--- config.mk ---
export PLATFORM = sky130hd
export DESIGN_NAME = bxema_chan
export DESIGN_NICKNAME = d
export VERILOG_FILES = /design/src/rtl/bxema_pkg.sv /design/src/rtl/bxema_chan.sv
export SDC_FILE = /design/constraint.sdc
export NUM_CORES = 2
export LEC_CHECK = 0
export BUFFER_PORTS_ARGS = -buffer_cell sky130_fd_sc_hd__buf_2
export CORE_MARGIN = 2
export CORE_UTILIZATION = 60
export DETAILED_ROUTE_END_ITERATION = 8
export PLACE_DENSITY_LB_ADDON = 0.05
export SLEW_MARGIN = 20
export SYNTH_ARGS = -nofsm -noshare
export SYNTH_HDL_FRONTEND = slang
export SYNTH_SLANG_ARGS = --single-unit
--- constraint.sdc ---
create_clock -name clk -period 10.86 [get_ports clk]
set_clock_uncertainty 0.05 [all_clocks]
set_input_delay 3.258 -clock clk [delete_from_list [all_inputs] [get_ports clk]]
set_output_delay 3.258 -clock clk [all_outputs]
set_load 0.02 [all_outputs]
--- src/rtl/bxema_pkg.sv ---
// ----------------------------------------------------------------------------
// bxema_pkg
// Shared widths, constants and types of the boxcar plus exponential filter.
// ----------------------------------------------------------------------------
package bxema_pkg;

    localparam int SAMPLE_W = 16;
    localparam int ALPHA_W  = 17;
    localparam int STATE_W  = 32;

    // default boxcar length
    localparam int WINDOW_LEN_DEF = 5;

    // Q1.16 weight, 65536 is one
    localparam logic [ALPHA_W-1:0] ALPHA_ONE   = 17'h10000;
    localparam logic [ALPHA_W-1:0] ALPHA_RESET = 17'h08000;

    // one sample of each sensor, moved as a unit along the cell row
    typedef struct packed {
        logic [SAMPLE_W-1:0] front;
        logic [SAMPLE_W-1:0] left;
        logic [SAMPLE_W-1:0] right;
    } sample_set_t;

    // per-stage advance strobes handed to each channel
    typedef struct packed {
        logic load;
        logic avg_en;
        logic ema_en;
    } chan_ctrl_t;

endpackage

--- src/rtl/bxema_chan.sv ---
// ----------------------------------------------------------------------------
// bxema_chan
// One sensor channel: running window sum, divide by length, smoothing step.
// ----------------------------------------------------------------------------
module bxema_chan #(
    parameter int WINDOW_LEN = bxema_pkg::WINDOW_LEN_DEF
) (
    input  logic                          clk,
    input  logic                          rst_n,
    input  bxema_pkg::chan_ctrl_t         ctrl,
    input  logic [bxema_pkg::SAMPLE_W-1:0] fresh_sample,
    input  logic [bxema_pkg::SAMPLE_W-1:0] oldest_sample,
    input  logic [bxema_pkg::ALPHA_W-1:0]  alpha,
    input  logic [bxema_pkg::ALPHA_W-1:0]  alpha_rest,
    output logic [bxema_pkg::SAMPLE_W-1:0] filtered
);
    import bxema_pkg::*;

    localparam int LEN_BITS  = $clog2(WINDOW_LEN);
    localparam int SUM_W     = SAMPLE_W + LEN_BITS;
    // exact reciprocal: ceil(2^(SUM_W+LEN_BITS) / WINDOW_LEN)
    localparam int DIV_SHIFT = SUM_W + LEN_BITS;
    localparam int MUL_W     = SUM_W + 1;
    localparam int PROD_W    = SUM_W + MUL_W;
    localparam longint DIV_NUM = longint'(1) << DIV_SHIFT;
    localparam logic [MUL_W-1:0] DIV_MUL = MUL_W'((DIV_NUM + WINDOW_LEN - 1) / WINDOW_LEN);
    localparam int FRESH_W   = ALPHA_W + SAMPLE_W;
    localparam int KEEP_W    = ALPHA_W + STATE_W;

    logic [SUM_W-1:0]    sum_reg;
    logic [SUM_W-1:0]    sum_next;
    logic [SAMPLE_W-1:0] avg_reg;
    logic [SAMPLE_W-1:0] avg_next;
    logic [STATE_W-1:0]  state_reg;
    logic [STATE_W-1:0]  state_next;
    logic [PROD_W-1:0]   quot_prod;
    logic [FRESH_W-1:0]  fresh_term;
    logic [KEEP_W-1:0]   keep_full;
    logic [FRESH_W-1:0]  ema_sum;

    // window sum tracks entering and leaving samples
    assign sum_next = sum_reg + SUM_W'(fresh_sample) - SUM_W'(oldest_sample);

    assign quot_prod = PROD_W'(sum_reg) * PROD_W'(DIV_MUL);
    assign avg_next  = quot_prod[DIV_SHIFT +: SAMPLE_W];

    assign fresh_term = FRESH_W'(alpha) * FRESH_W'(avg_reg);
    assign keep_full  = KEEP_W'(alpha_rest) * KEEP_W'(state_reg);
    assign ema_sum    = fresh_term + keep_full[KEEP_W-1:16];
    assign state_next = ema_sum[STATE_W-1:0];

    always_ff @(posedge clk or negedge rst_n)
    begin
        if (!rst_n)
        begin
            sum_reg   <= '0;
            state_reg <= '0;
        end
        else
        begin
            if (ctrl.load)
            begin
                sum_reg <= sum_next;
            end
            if (ctrl.ema_en)
            begin
                state_reg <= state_next;
            end
        end
    end

    always_ff @(posedge clk)
    begin
        if (ctrl.avg_en)
        begin
            avg_reg <= avg_next;
        end
    end

    assign filtered = state_reg[STATE_W-1:16];

endmodule

Word level (Yosys, flattened, before mapping). Index checks and enable logic that the tools add are counted.

Flip-flop bits (word level): 67. Input port bits: 71. Output and inout bits: 16. Word-level logic and storage cells: 9.

Add/sub/neg operators: 3. Multiply operators: 3.

Operator list (number): $mul 17x32->48 (1); $mul 19x20->38 const B (1); $add 32x32->32 (1); $mul 17x16->32 (1); $add 19x16->19 (1); $sub 19x16->19 (1).

Depth between registers and ports, before layout.
Depth in word-level cells: 2. Gate-level depth with buffers: 45. Mapped depth without buffers: 44.

Least setup slack after synthesis. OpenSTA, ideal clock, no wires.

Kind: input-to-reg. From: input alpha_rest[2] (netlist bit). To: register state_reg[29]. Library setup time: 0.125 ns. Data arrival time: 13.165 ns. Required time: 10.685 ns. Slack: -2.480 ns. Cell stages on the path: 42. Path buffers: 1. Cells stage by stage: clkbuf_1 nand2_1 fa_1 inv_1 fa_1 inv_1 fa_1 inv_1 fa_1 fa_1 inv_1 fa_1 inv_1 ha_1 a21o_1 a21o_1 a32o_1 a211oi_4 [6 not listed] inv_1 fa_1 fa_1 inv_1 fa_1 inv_1 ha_1 a21oi_1 o21ai_1 nor4_1 a211oi_1 a221oi_1 a21boi_1 a221oi_1 o21bai_1 a21oi_1 xnor2_1 mux2_2.

Longest elaborated chain between the ends: 2.

Ends and longest elaborated chain: start: declaration (line bxema_chan.sv:14) `input logic [bxema_pkg::ALPHA_W-1:0] alpha_rest,`; $mul 17x32->48 (line bxema_chan.sv:48) `assign keep_full = KEEP_W'(alpha_rest) * KEEP_W'(state_reg);`; $add 32x32->32 (line bxema_chan.sv:49) `assign ema_sum = fresh_term + keep_full[KEEP_W-1:16];`; end signal: assignment (line bxema_chan.sv:67) `state_reg <= state_next;`; end: declaration (line bxema_chan.sv:34) `logic [STATE_W-1:0] state_reg;`.

Every way passes these cells. A chain may end at the register's enable or synchronous reset.

Final worst setup path.
From: input alpha_rest[16] (netlist bit). To: register state_reg[29].

Same word-level chain as after synthesis.

==> results_dict.tcl <==
set metrics [dict create \
    core-area_sq_um 56170 \
    port_buffers 86 \
    outcome "finished with violations" \
    grt_use_total 0.3084 \
    clk_path_buf_depth 2 \
    grt_overflow 0 \
    yosysTopAreaCell "fa_1" \
    violations "negative setup slack" \
    syn-num-nets 4924 \
    synth_enable_flop_cells 16 \
    largest_register_ffs 32 \
    final_cell_mix "938 x inv_1, 781 x fa_1, 549 x nand2_1, 348 x ha_1, 285 x and2_1" \
    setup_viol 27 \
    holdCritPathClass "register to register" \
    grt_start_max_net_pins 52 \
    drive_gt1_frac 0.1445 \
    synth_top_area_frac 0.4712 \
    endpoint_kind "register" \
    grt_pass1_wl_um 142000 \
    via_count 24930 \
    viasPerCell 5.349 \
    post-route-period-util 1.186 \
    arrival_ns 13.10 \
    cts_buffers 9 \
    fin_setup_tns_ns -37.28 \
    io_pins 87 \
    die-area_sq_um 58500 \
    first_iter_violations 1382 \
    wl_um 86610 \
    ys_types 67 \
    synth.area.top_cells "fa_1 47%, ha_1 14%, inv_1 11%" \
    crit_fanout 7 \
    ant_nets 0 \
    dp_hpwl_um 73730 \
    clock.fmax_mhz 77.62 \
    synthArstFlopShare 0.7612 \
    start_kind "primary input" \
    yosys_warnings 0 \
    max_stage_delay_ns 0.54 \
    clock_latency_ns 0.39 \
    drt-pass1-iter-count 7 \
    area_growth_pct 12.66 \
    nNetsFinal 5135 \
    final_common_cell "inv_1" \
    grt_pass1_vias 27610 \
    drc 0 \
    slowest_stage "fa_1" \
    hold_viol 0 \
    cts-root-buf "clkbuf_16" \
    utilization 0.6809 \
    rsz0062_at_grt "true" \
    required_ns 11.08 \
    htree_levels 3 \
    gp_congestion 0.9400 \
    seq_area_frac_synth 0.05175 \
    ys_seq_elements 67 \
    avgSynthCellArea_sq_um 9.207 \
    tightestPinTransition_ns 0.9578 \
    final.min_clock_period_ns 12.88 \
    antenna_found_initial 2 \
    fp-row-count 87 \
    wl_per_cell_um 18.58 \
    cap_violations 0 \
    netlist_area_sq_um 33950 \
    clock-sinks 67 \
    die_x_um 241.9 \
    path_class "primary input to register" \
    fp.dieH_um 241.9 \
    fillers 4634 \
    synthFlopType "dfrtp_1" \
    critPathMostFrequentCell "fa_1" \
    slew_violations 0 \
    start_util 0.6044 \
    clk_pin_slew_ns 0.07 \
    max_slew_margin 0.3614 \
    layout_setup_ws_ns -2.023 \
    synthCells 3687 \
    cts_tree "built" \
]
timing repair:
| item | 4_1_cts | 5_1_grt |
|---|---|---|
| cloned | 0 | 3 |
| resized for setup | 117 | 72 |
| hold endpoints to repair | 0 | 0 |
| setup buffers | 29 | 19 |
| pin swaps | 81 | 64 |
| endpoints found under the setup margin | 28 | 28 |
| hold buffers | 0 | 0 |
path summary, 6_finish.rpt:
check                          startpoint  slack, ns            end  cells after the start
hold / removal                 sum_reg[9]       0.57     sum_reg[9]                      1
min in group asynchronous           rst_n       3.00   state_reg[8]                      2
max in group asynchronous           rst_n       7.21    sum_reg[13]                      2
hold reg to reg                sum_reg[9]       0.57     sum_reg[9]                      1
setup reg to reg             state_reg[7]       0.20  state_reg[29]                     41
setup / recovery           alpha_rest[16]      -2.02  state_reg[29]                     41
per-stage QoR:
step	worst slack [ns]	hold slack [ns]	cell area (sq um)	cells
2_1_floorplan	-1.850	0.4905	34350	3687
3_3_place_gp	-2.795	0.5535	36830	4610
3_5_place_dp	-2.981	0.5510	36830	4610
4_1_cts	-2.080	0.5651	37770	4642
5_1_grt	-2.357	0.6014	38250	4661
6_report	-2.023	0.5715	38250	4661
synthesized netlist by cell type, types with 3 or more instances:
| library cell | n |
|---|---|
| and2_1 | 296 |
| o21a_1 | 9 |
| buf_4 | 16 |
| and3_1 | 9 |
| nor2b_1 | 18 |
| fa_1 | 799 |
| or2_2 | 5 |
| o2111ai_1 | 3 |
| dfrtp_1 | 51 |
| nand2b_1 | 10 |
| mux2_2 | 27 |
| a31oi_1 | 5 |
| a21o_1 | 40 |
| buf_1 | 5 |
| o21ai_0 | 34 |
| a21oi_1 | 66 |
| a211o_1 | 4 |
| o21ai_1 | 8 |
| xor2_1 | 25 |
| nand2_1 | 556 |
| a211oi_1 | 10 |
| nand4_1 | 4 |
| nor3_1 | 17 |
| clkbuf_1 | 137 |
| or3_1 | 6 |
| nand3_1 | 16 |
| o211ai_1 | 5 |
| nor2_1 | 42 |
| ha_1 | 367 |
| xnor2_1 | 71 |
| o21bai_1 | 5 |
| mux2i_1 | 5 |
| inv_1 | 958 |
| and4_1 | 3 |
| edfxtp_1 | 16 |
| a31o_2 | 3 |
logic make-up after synthesis:
family | count (synthesis) | share of synthesized area
buffers and inverters | 1116 | 0.1252
DFF | 67 | 0.05175
and+or+nand+nor | 986 | 0.1368
AOI/OAI and AO/OA | 224 | 0.04460
muxes | 32 | 0.01043
xor gates and xnor gates | 96 | 0.02477
adders and majority gates | 1166 | 0.6065
worst max-delay path: cells and delay by family:
kind | cells | cell delay [ns]
fa+ha+maj | 12 | 5.12
compound gates | 13 | 2.50
buf+inv | 11 | 1.30
simple gates | 2 | 0.38
mux | 1 | 0.26
xor+xnor | 2 | 0.25
layout make-up:
type	count	area (sq um)	share of cell area
Tap cell	756	945.9	0.02473
Clock buffer	11	232.7	0.006085
Sequential cell	67	1757	0.04593
Antenna cell	2	5.005	0.0001309
Inverter	958	3596	0.09402
Timing Repair Buffer	358	2846	0.07443
Clock inverter	5	56.30	0.001472
Multi-Input combinational cell	2504	28810	0.7532
metal layers:
layer | GRT usage | routed length, um | vias up
met5 | 0 | 0 | -
met4 | 0.08025 | 2530 | 0
met3 | 0.04284 | 5034 | 138
met2 | 0.5294 | 43360 | 742
met1 | 0.4147 | 35680 | 12870
li1 | - | - | 11190
Power is not shown: default switching activity piles up to over one toggle a cycle in this logic, so the estimate is an artifact.
