### src/rtl/bxema_pkg.sv
// ----------------------------------------------------------------------------
// bxema_pkg
// Shared widths, constants and types of the boxcar plus exponential filter.
// ----------------------------------------------------------------------------
package bxema_pkg;

    localparam int SAMPLE_W = 16;
    localparam int ALPHA_W  = 17;
    localparam int STATE_W  = 32;

    // default boxcar length
    localparam int WINDOW_LEN_DEF = 5;

    // Q1.16 weight, 65536 is one
    localparam logic [ALPHA_W-1:0] ALPHA_ONE   = 17'h10000;
    localparam logic [ALPHA_W-1:0] ALPHA_RESET = 17'h08000;

    // one sample of each sensor, moved as a unit along the cell row
    typedef struct packed {
        logic [SAMPLE_W-1:0] front;
        logic [SAMPLE_W-1:0] left;
        logic [SAMPLE_W-1:0] right;
    } sample_set_t;

    // per-stage advance strobes handed to each channel
    typedef struct packed {
        logic load;
        logic avg_en;
        logic ema_en;
    } chan_ctrl_t;

endpackage

### src/rtl/bxema_cell.sv
// ----------------------------------------------------------------------------
// bxema_cell
// One window slot: holds a sample of each sensor and passes it on each shift.
// ----------------------------------------------------------------------------
module bxema_cell (
    input  logic                   clk,
    input  logic                   rst_n,
    input  logic                   shift,
    input  bxema_pkg::sample_set_t prev,
    output bxema_pkg::sample_set_t held
);
    import bxema_pkg::*;

    sample_set_t held_reg;

    always_ff @(posedge clk or negedge rst_n)
    begin
        if (!rst_n)
        begin
            held_reg <= '0;
        end
        else if (shift)
        begin
            held_reg <= prev;
        end
    end

    assign held = held_reg;

endmodule

### config.mk
export PLATFORM = sky130hd
export DESIGN_NAME = bxema_cell
export DESIGN_NICKNAME = d
export VERILOG_FILES = /design/src/rtl/bxema_pkg.sv /design/src/rtl/bxema_cell.sv
export SDC_FILE = /design/constraint.sdc
export NUM_CORES = 1
export LEC_CHECK = 0
export BUFFER_PORTS_ARGS = -buffer_cell sky130_fd_sc_hd__buf_2
export CORE_AREA = 2 2 66 68
export CTS_CLUSTER_SIZE = 20
export DETAILED_ROUTE_END_ITERATION = 6
export DIE_AREA = 0 0 68 70
export PLACE_DENSITY = 0.78
export SYNTH_ARGS = -nofsm -noshare
export SYNTH_HDL_FRONTEND = slang
export SYNTH_SLANG_ARGS = --single-unit
### constraint.sdc
create_clock -name clk -period 1.4 [get_ports clk]
set_input_delay 0.28 -clock clk [delete_from_list [all_inputs] [get_ports clk]]
set_output_delay 0.28 -clock clk [all_outputs]
set_load 0.01 [all_outputs]
# After elaboration in Yosys (flattened, before gate mapping)
# Index checks and enable logic that the tools add are counted.
# word_totals
register_bits	48

# Logic depth before layout (Yosys ltp)
# Gate-level depths: netlist of the first run.
# depth
depth_word	0
ltp_mapped	3
depth_no_buf	1

# Worst setup path before layout of the first run
# Ideal clock, no wire load.
# synth_path
path_type	input -> register
startpoint	input port shift
endpoint	register held_reg, in the netlist held[10]
t_arrival_ns	0.858
path_buffers	2
cell_stages	3
path_slack_ns	0.417
path_cell_list	buf_6 -> buf_6 -> mux2_4
# synth_rtl
item	line	source
start: declaration	bxema_cell.sv:8	input logic shift,
end signal: assignment	bxema_cell.sv:24	held_reg <= prev;
end: declaration	bxema_cell.sv:14	sample_set_t held_reg;
# No word-level cell between the ends.

# Final worst setup path of the first run
# layout_path
startpoint	register held_reg, in the netlist held[22]
endpoint	output port held[22] (netlist name)
# layout_rtl
item	line	source
end: declaration	bxema_cell.sv:10	output bxema_pkg::sample_set_t held
# No word-level cell between the ends.

==> impl_metrics.ini, run 1 <==
[place]
gp_congestion = 0.662
portBuffers = 98
placedCellCount = 248

[cells_and_area]
nFillCells = 320
drive_above_1_share = 0.761
fin_util = 0.607
syn_to_final_growth_pct = 35.2
diodes = 0
nNetsFinal = 255
final_cells = 257
largest_register_ffs = 48

[power_and_ir_drop]
power_leakage_nw = 1.30
p_per_area_nw_per_um2 = 1170
peakVddDrop_mv = 0.654
p_total_w = 0.00294

[setup_path]
critPathLaunchType = register
end_kind = primary output
rr_worst_depth = 1
crit_required_ns = 1.12
rrSetupSlack_ns = 0.63
critPathMaxFanout = 2
critPathArrivalTime_ns = 0.83
critical-path-top-delay-family = flip-flops
crit_path_max_incr_delay_ns = 0.39
worst-path-buf-inv = 1
slowest_stage = dfrtp_1
r2r-start = held[36]
crit_path_cell_trace = buf_2
path_class = register to primary output
reg2reg_to = held[36]

[timing]
max_freq_mhz = 902
relSlewSlack = 0.798
fin_crit_ns = 1.11
worstMarginPinSlew_ns = 0.302
setup_viol = 0
period_share = 0.792
tns_ns = 0
clock_skew_ns = 0
rsz0062_at_grt = no
final_hold_viol_count = 0
slew_viol_final = 0

[grt]
grt_pass1_wl_um = 5440
grt_pass1_vias = 1228
track_usage = 0.152
antenna_found_initial = 0
grt_max_degree = 49
grt_overflow = 0

[yosys]
synthDistinctLibCells = 5
synth_nets = 152
ys_ff_latch = 48
ys_top_cells_by_count = 48 x dfrtp_1, 28 x mux2_2, 20 x mux2_4, 3 x buf_6, 2 x buf_2
synth_edf_count = 0
syn_inst = 101
yosysWarningCount = 0
synth_ff_type = dfrtp_1
synthTopCellsByArea = dfrtp_1 65%, mux2_2 17%, mux2_4 16%
netlist.area_leader.share = 0.646
synth_top_cell_by_area = dfrtp_1
synth_area_per_cell_um2 = 18.4
async_flop_share = 1.00
netlist_area_um2 = 1860
yosysSeqAreaShare = 0.646
yosysMostFrequentCell = dfrtp_1

[floorplanning]
rows = 24
io_pins = 99
die-area_um2 = 4760
coreArea_um2 = 4140
start_util = 0.449
die_h_um = 70
die_width_um = 68

[clock_tree]
cts_resized = 0
clock_latency_ns = 0.29
htreeDepth = 2
cts_buffers = 5
clkTransAtPathRegs_ns = 0.08
cts_tree = done
cts_sinks = 48
cts.path.max_buffers = 2
root_buffer = clkbuf_8

[worst_hold_path]
hold_start = prev[20]
whs_endpoint = held[20]
min_path_cells = 2
worstHoldPathType = input port to register

[drt]
dr.pass1.iters = 4
drc_errors = 0
wl_um = 3500
routed-via-count = 1185
wire_per_inst_um = 13.6
drtIter0Drc = 30
antenna_left = 0
viasPerCell = 4.61

[run_status]
run_status = finished clean

[job]
max_cap_viol_count = 0
## layout make-up
type                    count  area [um^2]  area share
multi-input cells          48          616       0.245
flip-flops and latches     48         1200       0.478
repair buffers            101          541       0.215
clock inverters             2         10.0     0.00398
well taps                  52         65.1      0.0259
clock buffers               6         82.6      0.0328
## layer usage
layer  wire, um  GRT usage  vias up
li1           -          -      558
met1       1540      0.186      552
met2       1540      0.238       70
met3        369     0.0660        5
met4         46     0.0467        0
met5          0          0        -
## through the flow
step	hold WS [ns]	area (um^2)	setup WS, ns
3_3_place_gp	0.285	2410	0.235
4_1_cts	0.199	2510	0.274
2_1_floorplan	-0.0156	1860	0.417
6_report	0.213	2510	0.292
5_1_grt	0.199	2510	0.253
3_5_place_dp	0.283	2410	0.212
## placed cells by master (no fill, tap or decap)
master	synthesis	layout
buf_2	2	98
dfrtp_1	48	48
mux2_2	28	28
mux2_4	20	20
clkbuf_8	0	6
clkinv_2	0	2
buf_12	0	2
dlygate4sd3_1	0	1
## power by group
| group | switching, W | leakage, nW | internal, W |
|---|---|---|---|
| clock | 0.000417 | 0.0510 | 0.000394 |
| combinational | 0.000232 | 0.684 | 0.000310 |
| sequential | 0.0000679 | 0.561 | 0.00152 |
## worst max-delay path by stage
stage                     startpoint       end  slack [ns]  cells past startpoint
after floorplan                shift  held[10]        0.42                      3
after global placement         shift   held[3]        0.24                      3
after detailed placement       shift  held[22]        0.21                      3
after global routing        held[22]  held[22]        0.25                      1
after CTS                   held[22]  held[22]        0.27                      1
final                       held[22]  held[22]        0.29                      1
## cells by family (layout without fill, tap and decap cells)
| logic type | after synthesis | count (layout) | share of synthesized area |
|---|---|---|---|
| multiplexers | 48 | 48 | 0.331 |
| buffers and inverters | 5 | 109 | 0.0235 |
| flip-flops | 48 | 48 | 0.646 |
## repair_timing
action	4_1_cts	5_1_grt
hold endpoints to repair	48	0
endpoints found under the setup margin	0	0
hold buffers	1	0
buffers inserted	0	0
Note: power is estimated with default switching activity, not from simulation.
==> inputs of run 2 (changes only) <==
CORE_AREA = 2 2 69 71   (was 2 2 66 68)
DIE_AREA = 0 0 71 73   (was 0 0 68 70)
PLACE_DENSITY = 0.72   (was 0.78)
clock period = 1.1 ns   (was 1.4 ns; I/O delays follow)
==> run 2 against run 1 <==
Wire length shrank 2.7%. Core utilization shrank 5.4 points. Critical path depth is the same. Total power grew 24%. Cell count grew 0.78%. Worst hold slack lost 0.053 ns. Non-clock buffer count grew 1. Largest cell class unchanged. Largest power group unchanged.
==> impl_metrics.ini, run 2 (synthesis gave the netlist of run 1 again) <==
[setup_path]
crit_required_ns = 0.88
crit_path_cell_trace = buf_2
critPathMaxFanout = 2
critical-path-top-delay-family = flip-flops
critPathArrivalTime_ns = 0.82
slowest_stage = dfrtp_1
critPathLaunchType = register
path_class = register to primary output
worst-path-buf-inv = 1
crit_path_max_incr_delay_ns = 0.39
end_kind = primary output

[timing]
worst_slack_ns = 0.0628
final_hold_viol_count = 0
holdWs_ns = 0.160
clock_skew_ns = 0
max_freq_mhz = 964
rsz0062_at_grt = no
tns_ns = 0
worstMarginPinSlew_ns = 0.255
setup_viol = 0
period_share = 0.943
fin_crit_ns = 1.04
relSlewSlack = 0.830
slew_viol_final = 0

[place]
dp_slack_ns = 0.0257
placedCellCount = 251
gp_congestion = 0.687
dp_hpwl_um = 2460
portBuffers = 98

[floorplanning]
die-area_um2 = 5180
start_util = 0.410
io_pins = 99
die_h_um = 73
coreArea_um2 = 4540
die_width_um = 71
rows = 25

[clock_tree]
cts_tree = done
cts_setup_buffers = 0
cts_buffers = 5
root_buffer = clkbuf_8
cts.path.max_buffers = 2
clkTransAtPathRegs_ns = 0.08
ctsHoldBuffers = 1
cts_sinks = 48
clock_latency_ns = 0.28
cts_resized = 0
htreeDepth = 2

[drt]
wire_per_inst_um = 13.2
viasPerCell = 4.66
routed-via-count = 1206
drc_errors = 0
wl_um = 3410
drtIter0Drc = 49
dr.pass1.iters = 3
antenna_left = 0

[power_and_ir_drop]
peakVddDrop_mv = 0.720
p_comb_frac = 0.189
seqPwrFrac = 0.554
p_int_w = 0.00277
clock_power_share = 0.256
p_sw_frac = 0.242
p_per_area_nw_per_um2 = 1450
power_leakage_nw = 1.29
netSwitchingPower_w = 0.000882

[cells_and_area]
syn_to_final_growth_pct = 34.9
nFillCells = 383
final_common_cell = buf_2
nNetsFinal = 256
final_cells = 259
drive_above_1_share = 0.756
layout_common_cells = 98 x buf_2, 48 x dfrtp_1, 28 x mux2_2
largest_register_ffs = 48
diodes = 0

[grt]
antenna_found_initial = 0
track_usage = 0.136
grt_max_degree = 49
grt_pass1_vias = 1148
grt_overflow = 0
grt_pass1_wl_um = 5440

[run_status]
run_status = finished clean

[job]
max_cap_viol_count = 0

[worst_hold_path]
worstHoldPathType = input port to register
## run 2: changes by cell type in the layout (fill, tap and decap cells not counted), sizes merged
cell / change
buf: +1
clkinv: -1
## run 2: power by group through the flow
stage / combinational [W] / clock (W) / sequential, W
floorplan: 0.000270 / 0 / 0.00215
global placement: 0.000690 / 0 / 0.00206
detailed placement: 0.000698 / 0 / 0.00206
CTS: 0.000704 / 0.000999 / 0.00203
global route: 0.000747 / 0.00108 / 0.00205
finish: 0.000690 / 0.000936 / 0.00202
## run 2: worst paths after layout
| path | from | to | slack, ns | depth (start not counted) |
|---|---|---|---|---|
| worst max-delay path | held[12] | held[12] | 0.06 | 1 |
| worst min-delay path | prev[10] | held[10] | 0.16 | 2 |
| worst max register to register | held[9] | held[9] | 0.33 | 1 |
| worst min register to register | held[18] | held[18] | 0.50 | 1 |
| max in group asynchronous | rst_n | held[21] | 0.43 | 3 |
| min in group asynchronous | rst_n | held[44] | 0.44 | 3 |
## run 2: layer usage
metal / up-vias / global-route usage / wire [um]
met3: 6 / 0.0649 / 386
met5: - / 0 / 0
met1: 573 / 0.185 / 1540
li1: 559 / - / -
met4: 0 / 0.0503 / 47
met2: 68 / 0.189 / 1430
## run 2: cell type report
cell class	count	area [um^2]	share of cell area
clock buffers	6	72.6	0.0289
flip-flops and latches	48	1200	0.479
repair buffers	102	548	0.218
clock inverters	1	5.00	0.00199
multi-input cells	48	616	0.245
well taps	54	67.6	0.0269
## run 2: per-stage QoR
| stage | instance area, um^2 | power (W) | utilization |
|---|---|---|---|
| detailed placement | 2420 | 0.00276 | 0.534 |
| global route | 2510 | 0.00388 | 0.553 |
| floorplan | 1860 | 0.00242 | - |
| finish | 2510 | 0.00365 | 0.553 |
| CTS | 2510 | 0.00373 | 0.553 |
| global placement | 2420 | 0.00275 | 0.534 |
==> inputs of run 3 (changes only) <==
CORE_AREA = 2 2 76 78   (was 2 2 69 71)
DIE_AREA = 0 0 78 80   (was 0 0 71 73)
PLACE_DENSITY = 0.6   (was 0.72)
==> run 3 against run 2 <==
Count of clock-buffer cells in the layout increased by 1. Sequential cell count unchanged. Die area increased by 20%. Worst setup slack got worse by 0.0076 ns. Worst hold slack got worse by 0.010 ns. First-iteration DRC count decreased by 12%. Core utilization decreased by 7.3 points. Critical path type unchanged. Largest cell class unchanged. Largest power group unchanged.
==> impl_metrics.ini, run 3 (synthesis gave the netlist of run 1 again) <==
[clock_tree]
cts_resized = 0
clkTransAtPathRegs_ns = 0.08
cts.path.max_buffers = 2
root_buffer = clkbuf_8
clock_latency_ns = 0.29
cts_buffers = 5
ctsHoldBuffers = 1
cts_sinks = 48
htreeDepth = 2
cts_tree = done
cts_setup_buffers = 0

[worst_hold_path]
worstHoldPathType = input port to register

[timing]
rsz0062_at_grt = no
final_hold_viol_count = 0
slew_viol_final = 0
fin_crit_ns = 1.04
clock_skew_ns = 0
holdWs_ns = 0.150
period_share = 0.950
worst_slack_ns = 0.0552
max_freq_mhz = 957
tns_ns = 0
setup_viol = 0
worstMarginPinSlew_ns = 0.349
relSlewSlack = 0.767

[floorplanning]
die_h_um = 80
die_width_um = 78
die-area_um2 = 6240
rows = 27
start_util = 0.344
io_pins = 99
coreArea_um2 = 5410

[setup_path]
crit_path_cell_trace = buf_2
critPathArrivalTime_ns = 0.82
r2r-start = held[46]
end_kind = primary output
critPathMaxFanout = 2
slowest_stage = dfrtp_1
worstSetupStartpoint = held[8]
cp.depth = 1
rrSetupSlack_ns = 0.34
crit_path_max_incr_delay_ns = 0.39
crit_required_ns = 0.88
critical-path-top-delay-family = flip-flops
path_class = register to primary output
crit_path_end = held[8]
worst-path-buf-inv = 1
reg2reg_to = held[46]
critPathLaunchType = register
rr_worst_depth = 1

[drt]
wl_um = 3680
drc_errors = 0
routed-via-count = 1255
dr.pass1.iters = 4
drtIter0Drc = 43
wire_per_inst_um = 13.2
antenna_left = 0
viasPerCell = 4.48

[cells_and_area]
largest_register_ffs = 48
layout_common_cells = 98 x buf_2, 48 x dfrtp_1, 28 x mux2_2
nFillCells = 511
drive_above_1_share = 0.764
seq_area_um2 = 1200
final_common_cell = buf_2
nNetsFinal = 258
diodes = 0
final_cells = 280
multiInputGateArea_um2 = 616
syn_to_final_growth_pct = 39.5

[grt]
grt_overflow = 0
grt_max_degree = 29
track_usage = 0.129
antenna_found_initial = 0
grt_pass1_vias = 1384
grt_pass1_wl_um = 6290

[place]
gp_congestion = 0.740
dp_slack_ns = 0.0387
placedCellCount = 271
portBuffers = 98
dp_hpwl_um = 2740

[run_status]
run_status = finished clean

[power_and_ir_drop]
p_per_area_nw_per_um2 = 1570
peakVddDrop_mv = 0.890
power_leakage_nw = 1.32
p_total_w = 0.00407

[job]
max_cap_viol_count = 0
[run 3: layout make-up]
type                            instances  area share
Clock inverter                          1      0.0116
Multi-Input combinational cell         48       0.237
Timing Repair Buffer                  104       0.217
Tap cell                               72      0.0347
Sequential cell                        48       0.463
Clock buffer                            7      0.0371
[run 3: power breakdown]
| part | leakage [nW] | total [W] | internal, W | switching [W] |
|---|---|---|---|---|
| combinational | 0.699 | 0.000699 | 0.000401 | 0.000298 |
| sequential | 0.561 | 0.00202 | 0.00194 | 0.0000835 |
| clock | 0.0645 | 0.00135 | 0.000802 | 0.000544 |
[run 3: worst min path at each step]
stage,from,depth (start not counted),end
2_1_floorplan,rst_n,0,held[0]
3_3_place_gp,rst_n,2,held[1]
3_5_place_dp,rst_n,2,held[4]
4_1_cts,prev[21],2,held[21]
5_1_grt,prev[1],2,held[1]
6_report,prev[21],2,held[21]
[run 3: routing by layer]
layer | wire length [um] | track usage
met2 | 1730 | 0.212
met5 | 0 | 0
met3 | 380 | 0.0577
met4 | 51 | 0.0421
met1 | 1520 | 0.151
[run 3: per-stage QoR]
step	cell area [um^2]	util
final	2600	0.480
after global routing	2600	0.480
after floorplan	1860	-
after CTS	2600	0.480
after detailed placement	2460	0.455
after global placement	2460	0.455
